==> src/rtl/core/dtoi_pkg.sv <==
`default_nettype none
// ----------------------------------------------------------------------------
// Decimal text to int32 package
// Shared types and constants: beat classes, queue entry, parser phases.
// ----------------------------------------------------------------------------
package dtoi_pkg;

	// Default number of entries in the queue between front and back.
	localparam int unsigned DTOI_QUEUE_DEPTH = 4;

	// Magnitude limits for positive and negative results.
	localparam logic [31:0] DTOI_MAX_POS = 32'd2147483647;
	localparam logic [31:0] DTOI_MAX_NEG = 32'd2147483648;

	// Character codes that the front looks at.
	localparam logic [7:0] CHR_TAB   = 8'd9;
	localparam logic [7:0] CHR_CR    = 8'd13;
	localparam logic [7:0] CHR_SPACE = 8'd32;
	localparam logic [7:0] CHR_PLUS  = 8'd43;
	localparam logic [7:0] CHR_MINUS = 8'd45;
	localparam logic [7:0] CHR_ZERO  = 8'd48;
	localparam logic [7:0] CHR_NINE  = 8'd57;

	// Class of one beat, decided by the front.
	typedef enum logic [2:0] {
		CLS_SPACE = 3'd0,
		CLS_SIGN  = 3'd1,
		CLS_DIGIT = 3'd2,
		CLS_OTHER = 3'd3,
		CLS_END   = 3'd4
	} dtoi_class_t;

	// One classified beat as it travels through the queue.
	typedef struct packed {
		dtoi_class_t cls;
		logic        neg;    // sign beat carries a minus
		logic [3:0]  digit;  // digit value for digit beats
	} dtoi_beat_t;

	// Head of the queue as seen by the back.
	typedef struct packed {
		logic       valid;
		dtoi_beat_t beat;
	} dtoi_head_t;

	// Parser phase, one-hot.
	typedef enum logic [2:0] {
		PH_SPACE  = 3'b001,
		PH_SIGN   = 3'b010,
		PH_DIGITS = 3'b100
	} dtoi_phase_t;

endpackage
`default_nettype wire

==> src/rtl/core/decimal_text_to_int32_unit.sv <==
`default_nettype none
// ----------------------------------------------------------------------------
// Decimal text to int32 unit
// Converts a stream of decimal characters into a checked signed 32-bit value.
// ----------------------------------------------------------------------------
// Usage: the character channel (char_valid, char_stall, char_code,
// end_of_string) takes one character per beat, and a beat with end_of_string
// set closes the string. The result channel (result_valid, result_stall,
// value, parse_error) gives one beat for each closed string.
// Leading whitespace, one optional sign and then digits are accepted; any other
// pattern or a value outside the signed 32-bit range gives parse_error with a
// value of zero. An empty string gives zero with no error.
// Throughput is one beat per cycle on the character channel while char_stall
// is low. The back part updates the magnitude with one multiply-by-ten and add
// per cycle, which is what sets that rate.
// A closing beat is first written into the queue; once it reaches the head and
// the back pops it, its result is loaded into the result register.
// After reset the queue is empty, the parser is at the start of a string and
// no result is pending. While the receiver stalls, the result holds steady and
// character beats keep being parsed until the next closing beat reaches the
// head of the queue; once the queue fills, char_stall rises.
// ----------------------------------------------------------------------------
module decimal_text_to_int32_unit #(
	parameter int unsigned QUEUE_DEPTH = dtoi_pkg::DTOI_QUEUE_DEPTH
) (
	input  wire logic          clk,
	input  wire logic          arst_n,
	input  wire logic          char_valid,
	output logic               char_stall,
	input  wire logic [7:0]    char_code,
	input  wire logic          end_of_string,
	output logic               result_valid,
	input  wire logic          result_stall,
	output logic signed [31:0] value,
	output logic               parse_error
);
	import dtoi_pkg::*;

	// Classified beat from the front, pushed when the queue has room.
	dtoi_beat_t front_beat;
	logic       front_push;
	logic       queue_full;

	// Head of the queue and the pop taken by the back.
	dtoi_head_t queue_head;
	logic       back_pop;

	dtoi_front u_front (
		.char_valid    (char_valid),
		.char_stall    (char_stall),
		.char_code     (char_code),
		.end_of_string (end_of_string),
		.queue_full    (queue_full),
		.push          (front_push),
		.beat          (front_beat)
	);

	dtoi_queue #(
		.DEPTH (QUEUE_DEPTH)
	) u_queue (
		.clk    (clk),
		.arst_n (arst_n),
		.push   (front_push),
		.beat   (front_beat),
		.full   (queue_full),
		.pop    (back_pop),
		.head   (queue_head)
	);

	// The back owns the parser state and the result register.
	dtoi_back u_back (
		.clk          (clk),
		.arst_n       (arst_n),
		.head         (queue_head),
		.pop          (back_pop),
		.result_valid (result_valid),
		.result_stall (result_stall),
		.value        (value),
		.parse_error  (parse_error)
	);

`ifndef SYNTH
	// A reported error always carries a zero value.
	a_error_zero: assert property (@(posedge clk) disable iff (!arst_n)
		(result_valid && parse_error) |-> (value == 32'sd0))
		else $error("error result with nonzero value");

	// A closing beat leaves the queue only when the result slot can take it.
	a_end_slot: assert property (@(posedge clk) disable iff (!arst_n)
		(back_pop && (queue_head.beat.cls == CLS_END)) |->
		(!result_valid || !result_stall))
		else $error("closing beat popped over a pending result");

	// An accepted beat is in the queue at the next cycle.
	a_accept_queued: assert property (@(posedge clk) disable iff (!arst_n)
		(char_valid && !char_stall) |=> queue_head.valid)
		else $error("accepted beat missing from queue");

	// The back never pops an empty queue.
	a_pop_valid: assert property (@(posedge clk) disable iff (!arst_n)
		back_pop |-> queue_head.valid)
		else $error("pop from empty queue");
`endif

endmodule
`default_nettype wire

==> src/rtl/core/dtoi_front.sv <==
`default_nettype none
// ----------------------------------------------------------------------------
// Decimal text to int32 front
// Accepts character beats and classifies them for the queue.
// ----------------------------------------------------------------------------
module dtoi_front (
	input  wire logic             char_valid,
	output logic                  char_stall,
	input  wire logic [7:0]       char_code,
	input  wire logic             end_of_string,
	input  wire logic             queue_full,
	output logic                  push,
	output dtoi_pkg::dtoi_beat_t  beat
);
	import dtoi_pkg::*;

	logic is_space;
	logic is_sign;
	logic is_digit;

	assign char_stall = queue_full;
	assign push       = char_valid && !queue_full;

	assign is_space = ((char_code >= CHR_TAB) && (char_code <= CHR_CR)) ||
		(char_code == CHR_SPACE);
	assign is_sign  = (char_code == CHR_PLUS) || (char_code == CHR_MINUS);
	assign is_digit = (char_code >= CHR_ZERO) && (char_code <= CHR_NINE);

	always_comb begin
		beat.neg   = (char_code == CHR_MINUS);
		beat.digit = is_digit ? 4'(char_code - CHR_ZERO) : 4'd0;
		priority if (end_of_string) begin
			beat.cls = CLS_END;
		end else if (is_space) begin
			beat.cls = CLS_SPACE;
		end else if (is_sign) begin
			beat.cls = CLS_SIGN;
		end else if (is_digit) begin
			beat.cls = CLS_DIGIT;
		end else begin
			beat.cls = CLS_OTHER;
		end
	end

endmodule
`default_nettype wire

==> src/rtl/core/dtoi_queue.sv <==
`default_nettype none
// ----------------------------------------------------------------------------
// Decimal text to int32 queue
// Small first-in first-out buffer of classified beats.
// ----------------------------------------------------------------------------
module dtoi_queue #(
	parameter int unsigned DEPTH = dtoi_pkg::DTOI_QUEUE_DEPTH
) (
	input  wire logic                 clk,
	input  wire logic                 arst_n,
	input  wire logic                 push,
	input  wire dtoi_pkg::dtoi_beat_t beat,
	output logic                      full,
	input  wire logic                 pop,
	output dtoi_pkg::dtoi_head_t      head
);
	import dtoi_pkg::*;

	localparam int unsigned PTR_W = (DEPTH > 1) ? $clog2(DEPTH) : 1;
	localparam int unsigned CNT_W = $clog2(DEPTH + 1);

	dtoi_beat_t       entry_q [DEPTH];
	logic [PTR_W-1:0] wr_ptr_q;
	logic [PTR_W-1:0] rd_ptr_q;
	logic [CNT_W-1:0] count_q;

	assign full       = (count_q == CNT_W'(DEPTH));
	assign head.valid = (count_q != '0);
	assign head.beat  = entry_q[rd_ptr_q];

	always_ff @(posedge clk) begin
		if (push) begin
			entry_q[wr_ptr_q] <= beat;
		end
	end

	always_ff @(posedge clk or negedge arst_n) begin
		if (!arst_n) begin
			wr_ptr_q <= '0;
			rd_ptr_q <= '0;
			count_q  <= '0;
		end else begin
			if (push) begin
				wr_ptr_q <= (wr_ptr_q == PTR_W'(DEPTH - 1)) ? '0 : wr_ptr_q + 1'b1;
			end
			if (pop) begin
				rd_ptr_q <= (rd_ptr_q == PTR_W'(DEPTH - 1)) ? '0 : rd_ptr_q + 1'b1;
			end
			unique case ({push, pop})
				2'b10: count_q <= count_q + 1'b1;
				2'b01: count_q <= count_q - 1'b1;
				default: count_q <= count_q;
			endcase
		end
	end

endmodule
`default_nettype wire

==> src/rtl/core/dtoi_back.sv <==
`default_nettype none
// ----------------------------------------------------------------------------
// Decimal text to int32 back
// Runs the parser state on classified beats and holds the result register.
// ----------------------------------------------------------------------------
module dtoi_back (
	input  wire logic                 clk,
	input  wire logic                 arst_n,
	input  wire dtoi_pkg::dtoi_head_t head,
	output logic                      pop,
	output logic                      result_valid,
	input  wire logic                 result_stall,
	output logic signed [31:0]        value,
	output logic                      parse_error
);
	import dtoi_pkg::*;

	dtoi_phase_t phase_q;
	logic        neg_q;
	logic [31:0] mag_q;
	logic        err_q;

	logic        result_valid_q;
	logic [31:0] value_q;
	logic        parse_error_q;

	logic        slot_free;
	logic        is_end;
	logic [34:0] next_mag;
	logic [34:0] limit;
	logic        over;
	logic        end_err;

	assign slot_free = !result_valid_q || !result_stall;
	assign is_end    = (head.beat.cls == CLS_END);
	assign pop       = head.valid && (!is_end || slot_free);

	// Multiply by ten as two shifted copies, then add the digit.
	assign next_mag = ({3'b000, mag_q} << 3) + ({3'b000, mag_q} << 1) +
		35'(head.beat.digit);
	assign limit    = {3'b000, neg_q ? DTOI_MAX_NEG : DTOI_MAX_POS};
	assign over     = (next_mag > limit);
	assign end_err  = err_q || (phase_q == PH_SIGN);

	always_ff @(posedge clk or negedge arst_n) begin
		if (!arst_n) begin
			phase_q <= PH_SPACE;
			neg_q   <= 1'b0;
			mag_q   <= '0;
			err_q   <= 1'b0;
		end else if (pop) begin
			if (is_end) begin
				phase_q <= PH_SPACE;
				neg_q   <= 1'b0;
				mag_q   <= '0;
				err_q   <= 1'b0;
			end else if (!err_q) begin
				unique case (head.beat.cls)
					CLS_SPACE: begin
						if (phase_q != PH_SPACE) begin
							err_q <= 1'b1;
						end
					end
					CLS_SIGN: begin
						if (phase_q == PH_SPACE) begin
							neg_q   <= head.beat.neg;
							phase_q <= PH_SIGN;
						end else begin
							err_q <= 1'b1;
						end
					end
					CLS_DIGIT: begin
						if (over) begin
							err_q <= 1'b1;
						end else begin
							mag_q   <= next_mag[31:0];
							phase_q <= PH_DIGITS;
						end
					end
					default: begin
						err_q <= 1'b1;
					end
				endcase
			end
		end
	end

	always_ff @(posedge clk or negedge arst_n) begin
		if (!arst_n) begin
			result_valid_q <= 1'b0;
		end else if (pop && is_end) begin
			result_valid_q <= 1'b1;
		end else if (!result_stall) begin
			result_valid_q <= 1'b0;
		end
	end

	always_ff @(posedge clk) begin
		if (pop && is_end) begin
			parse_error_q <= end_err;
			if (end_err) begin
				value_q <= '0;
			end else begin
				value_q <= neg_q ? 32'(32'd0 - mag_q) : mag_q;
			end
		end
	end

	assign result_valid = result_valid_q;
	assign value        = value_q;
	assign parse_error  = parse_error_q;

endmodule
`default_nettype wire
==> config.mk <==
export PLATFORM = sky130hd
export DESIGN_NAME = decimal_text_to_int32_unit
export DESIGN_NICKNAME = d
export VERILOG_FILES = /design/src/rtl/core/dtoi_pkg.sv /design/src/rtl/core/decimal_text_to_int32_unit.sv /design/src/rtl/core/dtoi_front.sv /design/src/rtl/core/dtoi_queue.sv /design/src/rtl/core/dtoi_back.sv
export SDC_FILE = /design/constraint.sdc
export NUM_CORES = 1
export LEC_CHECK = 0
export BUFFER_PORTS_ARGS = -buffer_cell sky130_fd_sc_hd__buf_2
export CORE_MARGIN = 5
export CORE_UTILIZATION = 35
export DETAILED_ROUTE_END_ITERATION = 10
export PLACE_DENSITY = 0.49
export SLEW_MARGIN = 0
export SYNTH_ARGS = -nofsm -noshare
export SYNTH_HDL_FRONTEND = slang
export SYNTH_SLANG_ARGS = --single-unit
==> constraint.sdc <==
create_clock -name clk -period 8.5 [get_ports clk]
set_clock_uncertainty 0.2 [all_clocks]
set_input_delay 1.7 -clock clk [delete_from_list [all_inputs] [get_ports clk]]
set_output_delay 1.7 -clock clk [all_outputs]
set_load 0.02 [all_outputs]
* Yosys cells after proc, flatten, opt, wreduce, memory -nomap -nowiden
Memories as Yosys holds them, arrays and structs flattened. Cells that the tools add are included.
Storage, ports and cells: register bits after elaboration 78, RAM bits 32, bits of input ports 13, output and inout bits 35, logic and storage cells 100, memories 1
Operators by class: add/subtract/negate cells 8, order comparisons 5, equal/unequal tests 19, muxes and demuxes 33, reductions and logical operators 24
Memories:
- u_queue.entry_q | words 4, width 8, rd ports 1, clocked after memory_dff 0, wr ports 1, RTL line dtoi_queue.sv:22 | dtoi_beat_t entry_q [DEPTH];
Operator list (number):
- 32-bit two-way mux | 6
- 35-bit by 33-bit adder with 35-bit output | 1
- 35-bit by 4-bit adder with 35-bit output | 1
- 35-bit by 32-bit > comparator with 1-bit output | 1
- 1-bit by 32-bit subtractor with 32-bit output (first input constant) | 1
- 8-bit by 6-bit == test with 1-bit output (second input constant) | 3
- 3-bit two-way mux | 7
- 1-bit two-way mux | 14
- 3-bit one-hot mux with 2 select lines | 2
- 8-bit by 4-bit >= comparator with 1-bit output (second input constant) | 1
- 8-bit by 6-bit >= comparator with 1-bit output (second input constant) | 1
- 8-bit by 4-bit less-or-equal comparator with 1-bit output (second input constant) | 1
- 8-bit by 6-bit less-or-equal comparator with 1-bit output (second input constant) | 1
- 4-bit AND reduction | 2
- 2-bit nonzero test | 4
- 2-bit == test (second input constant) | 3
- 3-bit by 1-bit == test with 1-bit output (second input constant) | 2
- 3-bit by 2-bit == test with 1-bit output (second input constant) | 2
- 3-bit == test (second input constant) | 2
- 3-bit by 1-bit inequality test with 1-bit output (second input constant) | 2
- 3-bit nonzero test | 2
- 1-bit logical AND | 5
- 1-bit logical OR | 5
- 5-bit AND reduction | 1
- other kinds (13) | 19

* Longest topological paths before layout
Gate-level depths: netlist of run 1.
word-level depth 7, gate-level depth with buffers 25, depth with buffers taken out 23

* Cells and area by module
Synthesis of run 1 repeated with hierarchy kept, for this count alone.
Second synthesis, totals: cells, all modules 776, area total of the unflattened synthesis 8196.6 sq um
By module, submodules not included:
- dtoi_back | times used 1, cells an instance 673, area each 6453.7 sq um, seq. area each 1943.1 sq um
- dtoi_queue | times used 1, cells an instance 81, area each 1572.8 sq um, seq. area each 1136.1 sq um
- dtoi_front | times used 1, cells an instance 22, area each 170.2 sq um, seq. area each 0.0 sq um

* Worst setup path after synthesis of run 1
OpenSTA, ideal clock, no wires.
kind flip-flop to flip-flop, from register u_queue.rd_ptr_q[0], to register u_back.mag_q[29], library setup time 0.128 ns, arrival time 5.920 ns, required time 8.172 ns, slack 2.252 ns, cell stages (with the launch flop) 25, buffers on the path 2, clock period less this slack 6.248 ns, path through dfrtp_1 -> buf_2 -> mux4_2 -> fa_1 -> fa_1 -> a21o_1 -> and4_1 -> nor4b_2 -> o22ai_1 -> a21o_1 -> a31o_2 -> mux2_2 -> nor2_1 -> inv_1 -> ha_1 -> nand2_1 -> nor3_1 -> nand3_1 -> a32oi_1 -> o21ai_0 -> a21oi_1 -> nand4_2 -> nor3_4 -> buf_6 -> mux2_1
On the way: longest elaborated chain between the ends 6, elaborated cells on any way between the ends 16, classes of those cells add/sub: 1; order compare: 1; eq/ne: 4; mux: 4; reduce/logical: 5; memory: 1
RTL lines:
- start, declared | RTL line dtoi_queue.sv:24 | logic [PTR_W-1:0] rd_ptr_q;
- start signal, assigned | RTL line dtoi_queue.sv:47 | rd_ptr_q <= (rd_ptr_q == PTR_W'(DEPTH - 1)) ? '0 : rd_ptr_q + 1'b1;
- memory read 4 x 8 bit *
- parallel branches: the longest is 5 deep, another holds 35-bit by 4-bit adder with 35-bit output
- end signal, assigned | RTL line dtoi_back.sv:76 | mag_q <= next_mag[31:0];
- end, declared | RTL line dtoi_back.sv:20 | logic [31:0] mag_q;
Every way passes the cells marked *. The select of a mux whose other input is x is not followed. A chain may end at the register's enable or synchronous reset.

* Final worst setup path of run 1
from register u_queue.rd_ptr_q[0], to register u_back.mag_q[5]
The elaborated chain is that of the path after synthesis.

==> results.md, run 1 <==
- Max Cap Viol: 0
- DR WL/cell: 16.1 microns
- Num rows: 55
- Area grow syn2layout: 10.5%
- First-pass GRT wire length: 30.4 mm
- Fin. Hold Viols: 0
- Die width: 163 microns
- Hold buffers post-CTS: 0
- Outcome: finished clean
- Die height: 163 microns
- VDD IR max: around 0.14 mV
- Setup WS pre-CTS: 1.52 ns
- Post-synth ARST share: 40.9%
- Slew Limit Headroom: 27.3%
- Ys flop type: edfxtp_1
- Crit path DAT: 7.08 ns
- Leak: 4.22 nW
- Worst slew pin tran: 1.09 ns
- Post-synthesis sequential area ratio: 37.7%
- Mapped Cells: 778
- Post_cts resized: 0
- Num CTS Buffers: 9
- Gr usage total: 14.1%
- Area of the multi-input gates: 4870 sq um
- Worst hold path class: register to register
- IO Pins: 48
- Nets@finish: approximately 940
- Worst R2R Setup Slack: 1.47 ns
- Flops & latches, synth: 110
- Synth unique cells: 76
- Crit path kind: register to register
- GPL Wtd Cong: 0.855
- Max-slew violation count: 0
- Clock Latency Late Sink: approximately 0.37 ns
- CTS max path bufs: 2
- Post-synthesis cell area: 8160 sq um
- Sequential standard cell area: 3080 sq um
- RSZ-0062 raised after global routing: false
- DRC violations left: 0
- Final min period: 7.03 ns
- Max FO, Critical Path: 16
- Setup violators final: 0
- Mean Syn Cell Area: 10.5 sq um
- Initial Util: 35.8%
- 1st-iter DRT viols: 303
- Slack of the critical path: 1.47 ns
- Number of global-route vias before repair: ~6,000
- P per Cell Area: 228 nW/um^2
- Net Count, Synth: 896
- Fmax: 142 MHz
- Vias/cell: 5.18
- Pre-Repair DR Iteration Count: 4
- Antenna diodes: 0
- Yosys warning count: 0
- # clock sinks: 110
- Antenna Violating Nets Remaining: 0
- CTS tree: built
- Clock transition at path regs: 0.08 ns
- H-tree levels: 3
- Antenna violations before repair: 0
- Overflow after GRT: 0
- Placeable Area: roughly 23,000 sq um
- Fin Setup TNS: 0 ns
- Nature of the critical path startpoint: register
- Crit. End Element: register
- Final wirelength: between 15 and 20 mm
- Vias: 5,886
- Die area: about 26,000 sq um
- Hold_ws: 0.303 ns
- Postcts setup bufs: 0
- EDFF count, synth: 65
- FILL cells: ~2,200
- Final cycle utilization of the critical path: 82.7%
- Worst EP required: 8.55 ns
- Layout cells sized above 1: about 15%
- PortBufs: 47
- CTS root buffer: clkbuf_16
- DP HPWL: 14.0 mm
- Pin count of the biggest net entering global routing: 61
per-layer routing:
metal  part of all wire (%)  GRT usage (%)
met3                    3.5           2.30
met5                      0              0
met4                    1.1           3.32
met2                     49           24.2
met1                     47           18.8
power breakdown:
| part | total (mW) | leakage, nW | switching [mW] | internal (mW) |
|---|---|---|---|---|
| clock network | 0.434 | 0.153 | 0.221 | 0.213 |
| logic | 0.844 | 2.88 | 0.517 | 0.327 |
| registers | 0.783 | 1.19 | 0.0799 | 0.703 |
registers in the layout, summed over array words and instances, names as in the netlist:
name                 cells
u_back.mag_q            32
u_back.value            32
u_queue.entry_q         32
u_back.phase_q           3
u_queue.count_q          3
u_queue.rd_ptr_q         2
u_queue.wr_ptr_q         2
u_back.err_q             1
u_back.neg_q             1
u_back.parse_error       1
u_back.result_valid      1
cells in the final DEF, fill, tap and decap left out, drive strengths merged, types with 5 or more instances in the layout:
cell / n
ha: 102
edfxtp: 65
nor2: 58
buf: 52
nand2: 48
a21oi: 45
dfrtp: 44
xor2: 40
o21ai: 39
and2: 36
mux2: 31
inv: 29
a21o: 24
nand3: 16
xnor2: 16
nor3: 15
nand4: 13
o31ai: 12
mux2i: 10
a31oi: 10
nor2b: 9
clkbuf: 9
nand2b: 9
nor4: 8
mux4: 7
or3: 6
and3: 5
or4: 5
layout make-up:
class / instances / area share (%)
Clock buffer: 9 / 2.50
Clock inverter: 7 / 0.957
Inverter: 25 / 1.04
Multi-Input combinational cell: 620 / 54.0
Sequential cell: 110 / 34.1
Tap cell: 313 / 4.34
Timing Repair Buffer: 52 / 3.02
synthesized netlist by cell type (all sizes together), types with 3 or more instances:
cell / number / area, sq um
a21o: 24 / 180
dfrtp: 44 / 1100
nor3: 15 / 91.3
nand2b: 9 / 63.8
a221oi: 3 / 32.5
or4: 5 / 48.8
o31ai: 12 / 95.1
and2: 36 / 225
mux2i: 10 / 100
o21a: 4 / 30.0
mux2: 31 / 353
a31o: 4 / 35.0
mux4: 7 / 158
nor2b: 9 / 56.3
buf: 12 / 76.3
nand2: 48 / 180
nand3: 16 / 80.1
a21oi: 45 / 229
nand4: 13 / 87.6
and3: 5 / 31.3
a31oi: 10 / 83.8
nor2: 58 / 218
fa: 3 / 60.1
clkbuf: 11 / 41.3
o41ai: 4 / 53.8
o21ai: 39 / 195
a211oi: 3 / 22.5
inv: 25 / 93.8
xor2: 40 / 350
and4: 4 / 35.0
or2: 4 / 25.0
xnor2: 16 / 140
ha: 102 / 1280
nor4: 8 / 50.1
or3: 6 / 37.5
o211ai: 4 / 30.0
edfxtp: 65 / 1950
final timing paths:
check                                         start         endpoint  depth (start not counted)
worst max-delay path            u_queue.rd_ptr_q[0]  u_back.mag_q[5]                         22
worst min-delay path                   u_back.neg_q     u_back.neg_q                          2
worst max register to register  u_queue.rd_ptr_q[0]  u_back.mag_q[5]                         22
worst min register to register         u_back.neg_q     u_back.neg_q                          2
max in group asynchronous                    arst_n     u_back.neg_q                          1
min in group asynchronous                    arst_n  u_back.mag_q[8]                          1
cells by family (layout without fill, tap and decap cells):
group,Yosys count,after routing,synth area share (%)
multiplexers,48,48,7.48
flip-flops,110,110,37.7
adder cells (fa/ha/maj),105,105,16.4
AO/OA/AOI/OAI,169,169,14.0
XOR/XNOR,56,56,6.01
buffers and inverters,48,93,2.59
AND/OR/NAND/NOR,242,242,15.8
critical path, stage by stage (launching register included):
cell and delay, ns:
dfrtp_1 0.74, mux4_2 0.60, fa_1 0.50, fa_1 0.48, a21o_1 0.19, and4_1 0.24, nor4b_2 0.40, o22ai_1 0.16
a21o_1 0.22, a31o_2 0.28, a21boi_0 0.24, xnor2_1 0.19, ha_1 0.34, nand4_1 0.13, nor3_1 0.29, nand3_1 0.14
a32oi_1 0.17, o21ai_0 0.11, a21oi_1 0.17, nand4_2 0.18, nor3_4 0.26, buf_4 0.32, mux2_2 0.37
per-stage QoR:
| step | cells | area (sq um) | utilization, % | total power [mW] |
|---|---|---|---|---|
| 2_1_floorplan | 778 | 8160 | - | 1.40 |
| 3_3_place_gp | 1120 | 8710 | 38.2 | 1.64 |
| 3_5_place_dp | 1120 | 8710 | 38.2 | 1.66 |
| 4_1_cts | 1136 | 9020 | 39.6 | 2.10 |
| 5_1_grt | 1136 | 9020 | 39.6 | 2.21 |
| 6_report | 1136 | 9020 | 39.6 | 2.06 |
No activity file was read; power rests on OpenSTA's default activity.
==> inputs of run 2 (changes only) <==
==> constraint.sdc (replaced) <==
create_clock -name clk -period 7 [get_ports clk]
set_clock_uncertainty 0.2 [all_clocks]
set_input_delay 1.4 -clock clk [delete_from_list [all_inputs] [get_ports clk]]
set_output_delay 1.4 -clock clk [all_outputs]
set_load 0.02 [all_outputs]
==> results.md, run 2 (synthesis gave the netlist of run 1 again) <==
- CTS tree: built
- Setup WS pre-CTS: 0.411 ns (-1.11 ns)
- Most frequent cells in the layout: 102 x ha_1, 65 x edfxtp_1, 58 x nor2_1
- VDD IR max: 0.157 mV (+12%)
- Final wirelength: 18.5 mm (+1.2%)
- Pin count of the biggest net entering global routing: 46 (-25%)
- Vias: 5,974 (+1.5%)
- 1st-iter DRT viols: 292 (-3.6%)
- P per Cell Area: 279 nW/um^2 (+22%)
- Met3 WL: 719 microns (+14%)
- Max FO, Critical Path: 18 (+2)
- Top routing layer used: met4
- Final min period: 6.63 ns (-0.396 ns)
- DRC violations left: 0 (unchanged)
- Initial Util: 35.8% (unchanged)
- Final instance area: 9060 sq um (+0.39%)
- Worst slew pin tran: 0.734 ns (-0.358 ns)
- Final cycle utilization of the critical path: 94.7% (+12 points)
- Fmax: 151 MHz (+6.0%)
- Antenna Violating Nets Remaining: 0 (unchanged)
- DR WL met2: 8.91 mm (+0.39%)
- Max-slew violation count: 0 (unchanged)
- Setup violators final: 0 (unchanged)
- Vias/cell: 5.24 (+1.1%)
- DR WL/cell: 16.2 microns (+0.87%)
- PortBufs: 47 (unchanged)
- Crit path kind: register to register
- Area grow syn2layout: 11.0%
- Layout cells sized above 1: 15.8% (+0.41 points)
- Commonest non-fill, non-tap cell in the layout: ha_1
- Post_cts resized: 0 (unchanged)
- Die width: 163 microns (unchanged)
- CTS root buffer: clkbuf_16
- Fin. Hold Viols: 0 (unchanged)
- Layout Utilization: 39.8% (+0.15 points)
- DP HPWL: 14.2 mm (+1.5%)
- IO Pins: 48 (unchanged)
- Overflow after GRT: 0 (unchanged)
- Max Cap Viol: 0 (unchanged)
- First-pass GRT wire length: 30.7 mm (+1.0%)
- Pre-Repair DR Iteration Count: 6 (+2)
- Antenna violations before repair: 0 (unchanged)
- Antenna diodes: 0 (unchanged)
- Hold buffers post-CTS: 0 (unchanged)
- Leak: 4.24 nW (+0.43%)
- Die area: 26,500 sq um (unchanged)
- Nets@finish: 940 (+0.43%)
- Postcts setup bufs: 0 (unchanged)
- Slack of the critical path: 0.370 ns (-1.10 ns)
- GPL Wtd Cong: 0.842 (-1.6%)
- Clock Latency Late Sink: 0.36 ns (about the same)
- Worst hold path class: register to register
- Gr usage total: 14.4% (+0.25 points)
- Crit. End Element: register
- Placeable Area: 22,800 sq um (unchanged)
- Number of global-route vias before repair: 5,954 (+0.34%)
- CTS max path bufs: 2 (unchanged)
- Outcome: finished clean
- Clock transition at path regs: 0.08 ns (about the same)
- # clock sinks: 110 (unchanged)
- Num CTS Buffers: 9 (unchanged)
- Worst EP required: 7.05 ns (-1.50 ns)
- Met1 Routed Length: 8.61 mm (+0.51%)
- Crit path DAT: 6.67 ns (-0.41 ns)
- Area of placed instances: 8740 sq um (+0.34%)
- Slew Limit Headroom: 51.1% (+24 points)
- H-tree levels: 3 (unchanged)
- Die height: 163 microns (unchanged)
- Nature of the critical path startpoint: register
- Num rows: 55 (unchanged)
- RSZ-0062 raised after global routing: false
- Fin Setup TNS: 0 ns (unchanged)
[run 2: worst max-delay path: stages (launching register included)]
cell	delay [ns]
dfrtp_1	0.37
buf_4	0.23
mux4_2	0.52
ha_1	0.29
ha_1	0.23
fa_1	0.41
a21o_1	0.19
and4_1	0.23
nor4b_2	0.38
o22ai_1	0.15
a21o_1	0.21
a31o_2	0.28
mux2_2	0.27
nor2_1	0.15
inv_1	0.06
ha_1	0.28
nand2_1	0.07
nor3_1	0.23
nand3_1	0.16
a32oi_1	0.17
o21ai_0	0.11
a21oi_1	0.18
nand4_2	0.18
nor3_4	0.25
buf_4	0.31
mux2_2	0.38
[run 2: power by group]
part	internal, mW	switching, mW	total (mW)
sequential	0.854	0.0778	0.932
combinational	0.403	0.649	1.05
clock	0.287	0.259	0.546
[run 2: final timing paths]
kind                                startpoint  depth (start not counted)  slack, ns                 end
setup / recovery           u_queue.rd_ptr_q[0]                         25       0.37    u_back.mag_q[26]
hold / removal              u_queue.count_q[2]                          1       0.30  u_queue.count_q[2]
setup reg to reg           u_queue.rd_ptr_q[0]                         25       0.37    u_back.mag_q[26]
hold reg to reg             u_queue.count_q[2]                          1       0.30  u_queue.count_q[2]
max in group asynchronous               arst_n                          2       5.19        u_back.neg_q
min in group asynchronous               arst_n                          2       0.94    u_back.mag_q[11]
[run 2: routing by layer]
layer | vias to the layer above | track usage, %
met3 | 17 | 2.56
met2 | 118 | 24.7
met4 | 0 | 3.47
met1 | 2844 | 18.9
li1 | 2995 | -
met5 | - | 0
[run 2: final cells by class]
cell class / instances / area [sq um]
Clock inverter: 7 / 91.3
Multi-Input combinational cell: 620 / 4870
Sequential cell: 110 / 3080
Tap cell: 313 / 392
Clock buffer: 9 / 225
Fill cell: 2249 / 13700
Inverter: 25 / 93.8
Timing Repair Buffer: 56 / 303
[run 2: stage by stage]
step           instances  hold WS (ns)  total power, mW
3_5_place_dp        1124         0.297             2.02
3_3_place_gp        1124         0.273             1.99
2_1_floorplan        778         0.257             1.70
5_1_grt             1140         0.336             2.72
4_1_cts             1140         0.308             2.57
6_report            1140         0.305             2.53
